<file path="src/rtl/i2p_pkg.sv">
// Shared types and constants for the infix to postfix converter.
// The front, command queue, back and top level all use this package.
// It has no dependencies.
`timescale 1ns / 1ps
`default_nettype none

package i2p_pkg;

  // Default operator stack depth and the most results one character may cause.
  localparam int STACK_DEPTH_DEF = 16;
  localparam int MAX_RESULTS     = 34;

  // Character constants.
  localparam logic [7:0] CH_SPACE  = 8'h20;
  localparam logic [7:0] CH_LPAREN = 8'h28;
  localparam logic [7:0] CH_RPAREN = 8'h29;
  localparam logic [7:0] CH_PLUS   = 8'h2B;
  localparam logic [7:0] CH_MINUS  = 8'h2D;
  localparam logic [7:0] CH_TIMES  = 8'h2A;
  localparam logic [7:0] CH_DIVIDE = 8'h2F;
  localparam logic [7:0] CH_DOT    = 8'h2E;
  localparam logic [7:0] CH_NUL    = 8'h00;

  // Operator stack codes.
  localparam logic [2:0] OP_NONE   = 3'd0;
  localparam logic [2:0] OP_LPAREN = 3'd1;
  localparam logic [2:0] OP_PLUS   = 3'd2;
  localparam logic [2:0] OP_MINUS  = 3'd3;
  localparam logic [2:0] OP_TIMES  = 3'd4;
  localparam logic [2:0] OP_DIVIDE = 3'd5;

  // What the back end has to do for one character.
  typedef enum logic [2:0] {
    KIND_CLOSE  = 3'd0,
    KIND_TOKEN  = 3'd1,
    KIND_LPAREN = 3'd2,
    KIND_RPAREN = 3'd3,
    KIND_OP     = 3'd4
  } cmd_kind_t;

  typedef struct packed {
    cmd_kind_t  kind;
    logic [2:0] op;
    logic [7:0] ch;
    logic       last;
  } cmd_t;

endpackage

`default_nettype wire

</file>
<file path="src/rtl/infix_to_postfix_converter.sv">
// Top level of the infix to postfix converter (shunting-yard).
// Depends on i2p_pkg, i2p_front, i2p_cmdq and i2p_back.
//
//   Channel  Ports                                              Direction
//   input    in_valid, in_stall, in_char_in, in_last_char       request in
//   result   out_valid, out_stall, out_char_out,                request out
//            out_end_of_expression, out_stack_overflow
//
// A request enters the two-entry queue in its cycle of acceptance. The back end runs
// a token through IDLE-HEAD-TAIL, others through IDLE-HEAD-BODY-TAIL, with
// POPCH-POPSP-BODY per popped operator; a last request adds FLUSH-POPCH-POPSP per
// stack entry left and FLUSH for the terminator. Reset is synchronous and active low
// and empties the queue, the stack and the output register. A result stall holds the
// back end only at steps that write a result; the queue keeps accepting until full.
`timescale 1ns / 1ps
`default_nettype none

module infix_to_postfix_converter #(
  parameter int STACK_DEPTH = i2p_pkg::STACK_DEPTH_DEF
) (
  input  wire logic       clk,
  input  wire logic       rst_n,
  input  wire logic       in_valid,
  output logic            in_stall,
  input  wire logic [7:0] in_char_in,
  input  wire logic       in_last_char,
  output logic            out_valid,
  input  wire logic       out_stall,
  output logic [7:0]      out_char_out,
  output logic            out_end_of_expression,
  output logic            out_stack_overflow
);

  // Classified commands travel from the front end to the back end in this queue.
  i2p_pkg::cmd_t push_cmd;
  i2p_pkg::cmd_t head_cmd;
  logic          q_full;
  logic          q_push;
  logic          q_pop;
  logic          q_valid;

  // The front end decodes each byte into a command kind and operator code.
  i2p_front u_front (
    .in_valid     (in_valid),
    .in_stall     (in_stall),
    .in_char_in   (in_char_in),
    .in_last_char (in_last_char),
    .q_full       (q_full),
    .q_push       (q_push),
    .q_cmd        (push_cmd)
  );

  // The queue lets the front end keep taking requests while the back end
  // is busy popping operators or waiting on a stalled result channel.
  i2p_cmdq u_cmdq (
    .clk        (clk),
    .rst_n      (rst_n),
    .push       (q_push),
    .push_cmd   (push_cmd),
    .full       (q_full),
    .pop        (q_pop),
    .head_valid (q_valid),
    .head_cmd   (head_cmd)
  );

  // The back end owns the operator stack, the open-token and overflow flags,
  // and a registered result stage that the downstream side drains.
  i2p_back #(
    .STACK_DEPTH (STACK_DEPTH)
  ) u_back (
    .clk                   (clk),
    .rst_n                 (rst_n),
    .q_valid               (q_valid),
    .q_cmd                 (head_cmd),
    .q_pop                 (q_pop),
    .out_valid             (out_valid),
    .out_stall             (out_stall),
    .out_char_out          (out_char_out),
    .out_end_of_expression (out_end_of_expression),
    .out_stack_overflow    (out_stack_overflow)
  );

endmodule

`default_nettype wire

</file>
<file path="src/rtl/i2p_front.sv">
// Front end: accepts input characters and classifies them into commands.
// Depends on i2p_pkg; feeds the command queue.
`timescale 1ns / 1ps
`default_nettype none

module i2p_front (
  input  wire logic        in_valid,
  output logic             in_stall,
  input  wire logic [7:0]  in_char_in,
  input  wire logic        in_last_char,
  input  wire logic        q_full,
  output logic             q_push,
  output i2p_pkg::cmd_t    q_cmd
);

  logic is_space;
  logic is_token;

  assign in_stall = q_full;
  assign q_push   = in_valid && !q_full;

  always_comb begin
    is_space = (in_char_in == i2p_pkg::CH_SPACE) ||
               ((in_char_in >= 8'd9) && (in_char_in <= 8'd13));
    is_token = ((in_char_in >= 8'h30) && (in_char_in <= 8'h39)) ||
               ((in_char_in >= 8'h41) && (in_char_in <= 8'h5A)) ||
               ((in_char_in >= 8'h61) && (in_char_in <= 8'h7A)) ||
               (in_char_in == i2p_pkg::CH_DOT);

    q_cmd.kind = i2p_pkg::KIND_CLOSE;
    q_cmd.op   = i2p_pkg::OP_NONE;
    q_cmd.ch   = in_char_in;
    q_cmd.last = in_last_char;

    if (is_space) begin
      q_cmd.kind = i2p_pkg::KIND_CLOSE;
    end else if (is_token) begin
      q_cmd.kind = i2p_pkg::KIND_TOKEN;
    end else begin
      case (in_char_in)
        i2p_pkg::CH_LPAREN: begin
          q_cmd.kind = i2p_pkg::KIND_LPAREN;
          q_cmd.op   = i2p_pkg::OP_LPAREN;
        end
        i2p_pkg::CH_RPAREN: q_cmd.kind = i2p_pkg::KIND_RPAREN;
        i2p_pkg::CH_PLUS: begin
          q_cmd.kind = i2p_pkg::KIND_OP;
          q_cmd.op   = i2p_pkg::OP_PLUS;
        end
        i2p_pkg::CH_MINUS: begin
          q_cmd.kind = i2p_pkg::KIND_OP;
          q_cmd.op   = i2p_pkg::OP_MINUS;
        end
        i2p_pkg::CH_TIMES: begin
          q_cmd.kind = i2p_pkg::KIND_OP;
          q_cmd.op   = i2p_pkg::OP_TIMES;
        end
        i2p_pkg::CH_DIVIDE: begin
          q_cmd.kind = i2p_pkg::KIND_OP;
          q_cmd.op   = i2p_pkg::OP_DIVIDE;
        end
        default: q_cmd.kind = i2p_pkg::KIND_CLOSE;
      endcase
    end
  end

endmodule

`default_nettype wire

</file>
<file path="src/rtl/i2p_cmdq.sv">
// Two-entry command queue between the front end and the back end.
// Depends on i2p_pkg for the command type.
`timescale 1ns / 1ps
`default_nettype none

module i2p_cmdq (
  input  wire logic          clk,
  input  wire logic          rst_n,
  input  wire logic          push,
  input  wire i2p_pkg::cmd_t push_cmd,
  output logic               full,
  input  wire logic          pop,
  output logic               head_valid,
  output i2p_pkg::cmd_t      head_cmd
);

  i2p_pkg::cmd_t entries [2];
  logic       wr_ptr_r, wr_ptr_nxt;
  logic       rd_ptr_r, rd_ptr_nxt;
  logic [1:0] count_r, count_nxt;

  assign full       = (count_r == 2'd2);
  assign head_valid = (count_r != 2'd0);
  assign head_cmd   = entries[rd_ptr_r];

  always_comb begin
    wr_ptr_nxt = wr_ptr_r ^ push;
    rd_ptr_nxt = rd_ptr_r ^ pop;
    count_nxt  = count_r + {1'b0, push} - {1'b0, pop};
  end

  always_ff @(posedge clk) begin
    if (push) begin
      entries[wr_ptr_r] <= push_cmd;
    end
  end

  always_ff @(posedge clk) begin
    if (!rst_n) begin
      wr_ptr_r <= 1'b0;
      rd_ptr_r <= 1'b0;
      count_r  <= 2'd0;
    end else begin
      wr_ptr_r <= wr_ptr_nxt;
      rd_ptr_r <= rd_ptr_nxt;
      count_r  <= count_nxt;
    end
  end

endmodule

`default_nettype wire

</file>
<file path="src/rtl/i2p_back.sv">
// Back end: sequencer with the operator stack and the output register.
// Depends on i2p_pkg; takes commands from the command queue.
`timescale 1ns / 1ps
`default_nettype none

module i2p_back #(
  parameter int STACK_DEPTH = i2p_pkg::STACK_DEPTH_DEF
) (
  input  wire logic          clk,
  input  wire logic          rst_n,
  input  wire logic          q_valid,
  input  wire i2p_pkg::cmd_t q_cmd,
  output logic               q_pop,
  output logic               out_valid,
  input  wire logic          out_stall,
  output logic [7:0]         out_char_out,
  output logic               out_end_of_expression,
  output logic               out_stack_overflow
);

  localparam int CNT_W  = $clog2(STACK_DEPTH + 1);
  localparam int IDX_W  = $clog2(STACK_DEPTH);
  localparam int ECNT_W = $clog2(i2p_pkg::MAX_RESULTS);
  localparam logic [CNT_W-1:0]  DEPTH_C  = CNT_W'(STACK_DEPTH);
  localparam logic [ECNT_W-1:0] CHAR_CAP = ECNT_W'(i2p_pkg::MAX_RESULTS - 1);

  typedef enum logic [6:0] {
    S_IDLE  = 7'b0000001,
    S_HEAD  = 7'b0000010,
    S_BODY  = 7'b0000100,
    S_POPCH = 7'b0001000,
    S_POPSP = 7'b0010000,
    S_TAIL  = 7'b0100000,
    S_FLUSH = 7'b1000000
  } state_t;

  function automatic logic [7:0] code_char(input logic [2:0] code);
    case (code)
      i2p_pkg::OP_LPAREN: code_char = i2p_pkg::CH_LPAREN;
      i2p_pkg::OP_PLUS:   code_char = i2p_pkg::CH_PLUS;
      i2p_pkg::OP_MINUS:  code_char = i2p_pkg::CH_MINUS;
      i2p_pkg::OP_TIMES:  code_char = i2p_pkg::CH_TIMES;
      i2p_pkg::OP_DIVIDE: code_char = i2p_pkg::CH_DIVIDE;
      default:            code_char = i2p_pkg::CH_NUL;
    endcase
  endfunction

  function automatic logic [1:0] prec_of(input logic [2:0] code);
    case (code)
      i2p_pkg::OP_PLUS, i2p_pkg::OP_MINUS:  prec_of = 2'd1;
      i2p_pkg::OP_TIMES, i2p_pkg::OP_DIVIDE: prec_of = 2'd2;
      default:                               prec_of = 2'd0;
    endcase
  endfunction

  logic [2:0] stack_mem [STACK_DEPTH];

  state_t            state_r, state_nxt;
  i2p_pkg::cmd_t     cur_r, cur_nxt;
  logic [CNT_W-1:0]  count_r, count_nxt;
  logic              tok_open_r, tok_open_nxt;
  logic              ovf_r, ovf_nxt;
  logic              flush_r, flush_nxt;
  logic [ECNT_W-1:0] ecnt_r, ecnt_nxt;

  logic              out_valid_r, out_valid_nxt;
  logic [7:0]        out_char_r, out_char_nxt;
  logic              out_eoe_r, out_eoe_nxt;
  logic              out_ovf_r, out_ovf_nxt;

  logic              emit_req;
  logic              emit_term;
  logic [7:0]        emit_char;
  logic              emit_ok;
  logic              out_free;
  logic              proceed;
  logic              load;
  logic              push_en;
  logic [2:0]        push_code;
  logic [CNT_W-1:0]  top_pos;
  logic [2:0]        top_code;
  logic              stack_empty;

  assign top_pos     = count_r - CNT_W'(1);
  assign top_code    = stack_mem[top_pos[IDX_W-1:0]];
  assign stack_empty = (count_r == '0);
  assign out_free    = !out_valid_r || !out_stall;
  assign proceed     = !emit_req || out_free;
  // Character results past the per-item cap are dropped; the terminator always goes out.
  assign emit_ok     = emit_req && (emit_term || (ecnt_r < CHAR_CAP));
  assign load        = emit_ok && out_free;
  assign q_pop       = (state_r == S_IDLE) && q_valid;

  always_comb begin
    state_nxt    = state_r;
    cur_nxt      = cur_r;
    count_nxt    = count_r;
    tok_open_nxt = tok_open_r;
    ovf_nxt      = ovf_r;
    flush_nxt    = flush_r;
    ecnt_nxt     = ecnt_r;
    emit_req     = 1'b0;
    emit_term    = 1'b0;
    emit_char    = i2p_pkg::CH_SPACE;
    push_en      = 1'b0;
    push_code    = cur_r.op;

    case (state_r)
      S_IDLE: begin
        if (q_valid) begin
          cur_nxt   = q_cmd;
          ecnt_nxt  = '0;
          state_nxt = S_HEAD;
        end
      end
      S_HEAD: begin
        if (cur_r.kind == i2p_pkg::KIND_TOKEN) begin
          emit_req  = 1'b1;
          emit_char = cur_r.ch;
          if (proceed) begin
            tok_open_nxt = 1'b1;
            state_nxt    = S_TAIL;
          end
        end else begin
          emit_req = tok_open_r;
          if (proceed) begin
            tok_open_nxt = 1'b0;
            state_nxt    = S_BODY;
          end
        end
      end
      S_BODY: begin
        case (cur_r.kind)
          i2p_pkg::KIND_LPAREN: begin
            push_en   = 1'b1;
            state_nxt = S_TAIL;
          end
          i2p_pkg::KIND_RPAREN: begin
            if (!stack_empty && (top_code != i2p_pkg::OP_LPAREN)) begin
              state_nxt = S_POPCH;
            end else begin
              if (!stack_empty) begin
                count_nxt = top_pos;
              end
              state_nxt = S_TAIL;
            end
          end
          i2p_pkg::KIND_OP: begin
            if (!stack_empty && (top_code != i2p_pkg::OP_LPAREN) &&
                (prec_of(top_code) >= prec_of(cur_r.op))) begin
              state_nxt = S_POPCH;
            end else begin
              push_en   = 1'b1;
              state_nxt = S_TAIL;
            end
          end
          default: state_nxt = S_TAIL;
        endcase
      end
      S_POPCH: begin
        emit_req  = 1'b1;
        emit_char = code_char(top_code);
        if (proceed) begin
          count_nxt = top_pos;
          state_nxt = S_POPSP;
        end
      end
      S_POPSP: begin
        emit_req = 1'b1;
        if (proceed) begin
          state_nxt = flush_r ? S_FLUSH : S_BODY;
        end
      end
      S_TAIL: begin
        if (!cur_r.last) begin
          state_nxt = S_IDLE;
        end else begin
          emit_req = tok_open_r;
          if (proceed) begin
            tok_open_nxt = 1'b0;
            flush_nxt    = 1'b1;
            state_nxt    = S_FLUSH;
          end
        end
      end
      S_FLUSH: begin
        if (!stack_empty) begin
          state_nxt = S_POPCH;
        end else begin
          emit_req  = 1'b1;
          emit_term = 1'b1;
          emit_char = i2p_pkg::CH_NUL;
          if (proceed) begin
            count_nxt    = '0;
            tok_open_nxt = 1'b0;
            ovf_nxt      = 1'b0;
            flush_nxt    = 1'b0;
            state_nxt    = S_IDLE;
          end
        end
      end
      default: state_nxt = S_IDLE;
    endcase

    if (push_en) begin
      if (count_r >= DEPTH_C) begin
        ovf_nxt = 1'b1;
      end else begin
        count_nxt = count_r + CNT_W'(1);
      end
    end

    if (load && !emit_term) begin
      ecnt_nxt = ecnt_r + ECNT_W'(1);
    end

    out_valid_nxt = out_valid_r && out_stall;
    out_char_nxt  = out_char_r;
    out_eoe_nxt   = out_eoe_r;
    out_ovf_nxt   = out_ovf_r;
    if (load) begin
      out_valid_nxt = 1'b1;
      out_char_nxt  = emit_char;
      out_eoe_nxt   = emit_term;
      out_ovf_nxt   = emit_term && ovf_r;
    end
  end

  always_ff @(posedge clk) begin
    if (push_en && (count_r < DEPTH_C)) begin
      stack_mem[count_r[IDX_W-1:0]] <= push_code;
    end
  end

  always_ff @(posedge clk) begin
    cur_r      <= cur_nxt;
    ecnt_r     <= ecnt_nxt;
    out_char_r <= out_char_nxt;
    out_eoe_r  <= out_eoe_nxt;
    out_ovf_r  <= out_ovf_nxt;
  end

  always_ff @(posedge clk) begin
    if (!rst_n) begin
      state_r     <= S_IDLE;
      count_r     <= '0;
      tok_open_r  <= 1'b0;
      ovf_r       <= 1'b0;
      flush_r     <= 1'b0;
      out_valid_r <= 1'b0;
    end else begin
      state_r     <= state_nxt;
      count_r     <= count_nxt;
      tok_open_r  <= tok_open_nxt;
      ovf_r       <= ovf_nxt;
      flush_r     <= flush_nxt;
      out_valid_r <= out_valid_nxt;
    end
  end

  assign out_valid             = out_valid_r;
  assign out_char_out          = out_char_r;
  assign out_end_of_expression = out_eoe_r;
  assign out_stack_overflow    = out_ovf_r;

endmodule

`default_nettype wire

</file>
<file path="config.mk">
export PLATFORM = sky130hd
export DESIGN_NAME = infix_to_postfix_converter
export DESIGN_NICKNAME = d
export VERILOG_FILES = /design/src/rtl/i2p_pkg.sv /design/src/rtl/infix_to_postfix_converter.sv /design/src/rtl/i2p_front.sv /design/src/rtl/i2p_cmdq.sv /design/src/rtl/i2p_back.sv
export SDC_FILE = /design/constraint.sdc
export NUM_CORES = 1
export LEC_CHECK = 0
export BUFFER_PORTS_ARGS = -buffer_cell sky130_fd_sc_hd__buf_2
export CAP_MARGIN = 20
export CORE_AREA = 4 4 122 124
export CTS_CLUSTER_DIAMETER = 150
export CTS_CLUSTER_SIZE = 16
export DETAILED_ROUTE_END_ITERATION = 10
export DIE_AREA = 0 0 126 128
export SLEW_MARGIN = 20
export SYNTH_ARGS = -nofsm -noshare
export SYNTH_HDL_FRONTEND = slang
export SYNTH_SLANG_ARGS = --single-unit
</file>
<file path="constraint.sdc">
create_clock -name clk -period 5.16 [get_ports clk]
set_input_delay 0.516 -clock clk [delete_from_list [all_inputs] [get_ports clk]]
set_output_delay 0.516 -clock clk [all_outputs]
set_load 0.005 [all_outputs]
</file>
==> summary.txt <==
Logic synthesis
  • Synth top area cells: edfxtp_1, dfxtp_1, mux4_1, mux2_2, ha_1
  • Post-synthesis compound-gate area fraction: 7.76%
  • Synth Area in XOR/XNOR: 2.33%
  • Cells after Synth: 453
  • Synth Register Bits: 129
  • Post-synth EDFFs: 109
  • Mean Syn Cell Area: 13.4 sq um
  • Unique masters post-synth: 64
  • Synth async-reset ratio: 0%
  • Top cell type's share of synthesized area: 54.0%
  • Post-Synth Simple-Gate Area: 13.5%
  • Syn nets: 479
  • Cell area after synthesis: 6060 sq um
  • Area leader, netlist: edfxtp_1
  • Syn. warnings: 0
  • Seq/Total Area, Yosys: 60.6%
  • Mux cell area share after synthesis: 10.3%
  • Post-synth top flop: edfxtp_1
  • Adder-Cell Fraction of Synth Area: 2.68%
  • Largest family of logic cells by synthesized area: simple AND/OR/NAND/NOR gates

Run
  • Max_cap viols: 0

Floorplanning
  • DIE WIDTH: 126 microns
  • Die Ht: 128 microns
  • Cell Rows: 43
  • Die area: 16100 sq um
  • Initial Utilization: 44.0%
  • I/O pins: 25
  • Core ar.: 13800 sq um

Worst hold path
  • Hold Crit Class: input pin to flop
  • Hold path cells: 1

Critical path
  • Critical Path RT: 5.22 ns
  • CP Data Arrival Time: 4.66 ns
  • Worst setup path start: u_back.count_r[1]
  • Crit end category: flop
  • CP Capture Point: u_back.stack_mem[1][1]
  • Setup Crit Path Kind: flop to flop
  • R2r worst-path depth: 15
  • Crit-path max FO: 13
  • CP startpoint kind: flop
  • R2R Setup Slk: 0.56 ns
  • Reg2Reg Launch Point: u_back.count_r[1]
  • Worst r2r dst: u_back.stack_mem[1][1]

Clock network
  • Clk Latency, worst-skew pair: 0.42 ns
  • CTS Buf Count: 17
  • Cts hold-fix bufs: 0
  • Post-CTS Setup Repair Bufs: 0
  • Clk slew on worst S/H paths: 0.06 ns
  • Clock Tree Buf Depth: 2
  • Clock sinks: 129
  • CTS H-tree depth: 4
  • PostCTS Resize Cnt: 0
  • Root buf cell: clkbuf_16
  • CTS tree: done

Global routing
  • GR Overflow Total: 0
  • Largest net degree at the start of global routing: 20
  • GR Util All Layers: 16.0%
  • Vias in the first global route: 3803
  • Number of antenna violations at the first check in global routing: 0
  • First-pass GRT wire length: 19.9 mm

Power and ir drop
  • Clock power frac: 37.1%
  • Tot Pwr: 2.95 mW
  • Sw frac: 26.8%
  • Pint: 2.16 mW
  • Logic pwr share: 13.1%
  • IR drop worst, VDD: 0.000188 V
  • Sequential power share: 49.8%
  • Switching pwr: 792 uW
  • PD cells: 430 nW/um^2
  • Pleak: 2.43 nW

STA
  • Sum Neg Setup Slack: 0 ns
  • Relative slew slack: 48.1%
  • Unrepaired setup endpoints after global routing: false
  • Final min period: 4.60 ns
  • Setup violators final: 0
  • Clk_skew: 0.0108 ns
  • Slew @ Worst Pin: 0.777 ns
  • Setup slack after layout: 0.558 ns
  • FMAX: 217 MHz
  • Hold Vio Cnt, Final: 0
  • Final Slew Violations: 0
  • Final period util: 89.2%

Placement
  • Final HPWL DP: 8.41 mm
  • Routability cong.: 0.855
  • Placement Setup Slack: 0.594 ns
  • Port bufs: 24

Final layout
  • Fill cells: 1235
  • P&R area growth vs syn: 13.3%
  • Fraction of layout cells with a size suffix above 1: 18.5%
  • Diodes inserted: 0
  • NumNets Final: 505

Detailed routing
  • Initial drt markers: 257
  • Routed len/inst: 18.2 microns
  • DRC: 0
  • Drt first pass iters: 5
  • Vias per cell: 5.64
  • Final WL: 12.2 mm
  • DR vias: 3791
  • DRT antenna net count: 0

Status
  • Status: finished clean
cell usage in the layout, fill, tap and decap left out, drive strengths merged, types with 13 or more instances in the layout:
cell    count
a21oi      22
buf        28
clkbuf     17
dfxtp      20
edfxtp    109
ha         13
inv        19
mux2       18
nand2      27
nor2       34
nor3       18
o21ai      16
registers in the layout, summed over array words and instances (netlist names):
name and cells:
u_back.stack_mem 48, u_cmdq.entries 30, u_back.cur_r 12, u_back.out_char_out 8
u_back.state_r 7, u_back.ecnt_r 6, u_back.count_r 5, u_back.push_code 3
u_cmdq.count_r 2, u_back.flush_r 1, u_back.out_end_of_expression 1, u_back.out_stack_overflow 1
u_back.out_valid 1, u_back.ovf_r 1, u_back.tok_open_r 1, u_cmdq.rd_ptr_r 1
u_cmdq.wr_ptr_r 1
power by group through the flow:
| stage | registers, mW | logic [mW] | clock network [mW] |
|---|---|---|---|
| after floorplan | 1.41 | 0.337 | 0 |
| after global placement | 1.49 | 0.384 | 0 |
| after detailed placement | 1.49 | 0.388 | 0 |
| after CTS | 1.47 | 0.392 | 1.12 |
| after global routing | 1.49 | 0.435 | 1.17 |
| final | 1.47 | 0.387 | 1.09 |
routing by layer:
metal  share of wire, %  global-route usage (%)
met5                  0                       0
met4                2.3                    7.26
met3                4.1                    4.00
met2                 49                    25.8
met1                 44                    20.5
worst min path at each step:
stage	start	slack, ns	endpoint
after detailed placement	u_back.flush_r	0.47	u_back.flush_r
after CTS	in_last_char	0.29	u_cmdq.entries[0][0]
after global placement	u_back.flush_r	0.46	u_back.flush_r
after floorplan	u_back.flush_r	0.44	u_back.flush_r
final	in_last_char	0.30	u_cmdq.entries[1][0]
after global routing	in_last_char	0.29	u_cmdq.entries[0][0]
synthesized netlist by cell type, types with 2 or more instances:
| library cell | count |
|---|---|
| a211oi_1 | 3 |
| a21oi_1 | 20 |
| a21oi_2 | 2 |
| a221oi_1 | 3 |
| a311oi_1 | 2 |
| a31oi_1 | 5 |
| a32oi_1 | 2 |
| and2_1 | 7 |
| and3_1 | 10 |
| and4b_1 | 4 |
| buf_2 | 7 |
| clkbuf_1 | 11 |
| dfxtp_1 | 20 |
| edfxtp_1 | 109 |
| ha_1 | 13 |
| inv_1 | 17 |
| mux2_2 | 17 |
| mux2i_1 | 10 |
| mux4_1 | 12 |
| nand2_1 | 27 |
| nand2b_1 | 6 |
| nand3_1 | 11 |
| nand3b_1 | 4 |
| nand4_1 | 2 |
| nand4b_1 | 4 |
| nor2_1 | 34 |
| nor2b_1 | 4 |
| nor3_1 | 17 |
| nor3b_1 | 3 |
| nor4_1 | 3 |
| o211ai_1 | 2 |
| o21ai_0 | 16 |
| o21bai_1 | 2 |
| o31ai_1 | 2 |
| or2_2 | 2 |
| xnor2_1 | 6 |
| xor2_1 | 7 |
cell families (layout without fill, tap and decap cells):
kind of cell,after synthesis,after routing
AO/OA/AOI/OAI,71,71
adder cells (fa/ha/maj),13,13
XOR/XNOR,14,14
AND/OR/NAND/NOR,148,148
flip-flops,129,129
buffers and inverters,38,77
multiplexers,40,40
metrics by stage:
| stage | utilization, % | area, sq um | hold slack, ns | cells |
|---|---|---|---|---|
| 6_report | 49.9 | 6870 | 0.297 | 672 |
| 5_1_grt | 49.9 | 6870 | 0.289 | 672 |
| 4_1_cts | 49.9 | 6870 | 0.285 | 672 |
| 3_5_place_dp | 45.9 | 6320 | 0.469 | 640 |
| 3_3_place_gp | 45.9 | 6320 | 0.461 | 640 |
| 2_1_floorplan | - | 6060 | 0.437 | 453 |
worst max-delay path: stages, from the launching register on:
cell and delay, ns:
dfxtp_1 0.45, inv_1 0.11, ha_1 0.60, mux4_1 0.37, mux2i_1 0.26, mux2_2 0.27, and2_1 0.22, inv_1 0.06
ha_1 0.28, nand2b_1 0.14, a21oi_1 0.18, a21oi_1 0.09, and2_1 0.19, a21oi_2 0.44, nand2_1 0.19, nor3_1 0.39
layout make-up:
type | instances | area (sq um) | area share (%)
Multi-Input combinational cell | 286 | 2210 | 32.2
Clock inverter | 15 | 118 | 1.71
Inverter | 17 | 63.8 | 0.929
Timing Repair Buffer | 28 | 150 | 2.19
Tap cell | 180 | 225 | 3.28
Sequential cell | 129 | 3670 | 53.5
Clock buffer | 17 | 425 | 6.19
Note: power is estimated with default switching activity, not from simulation.
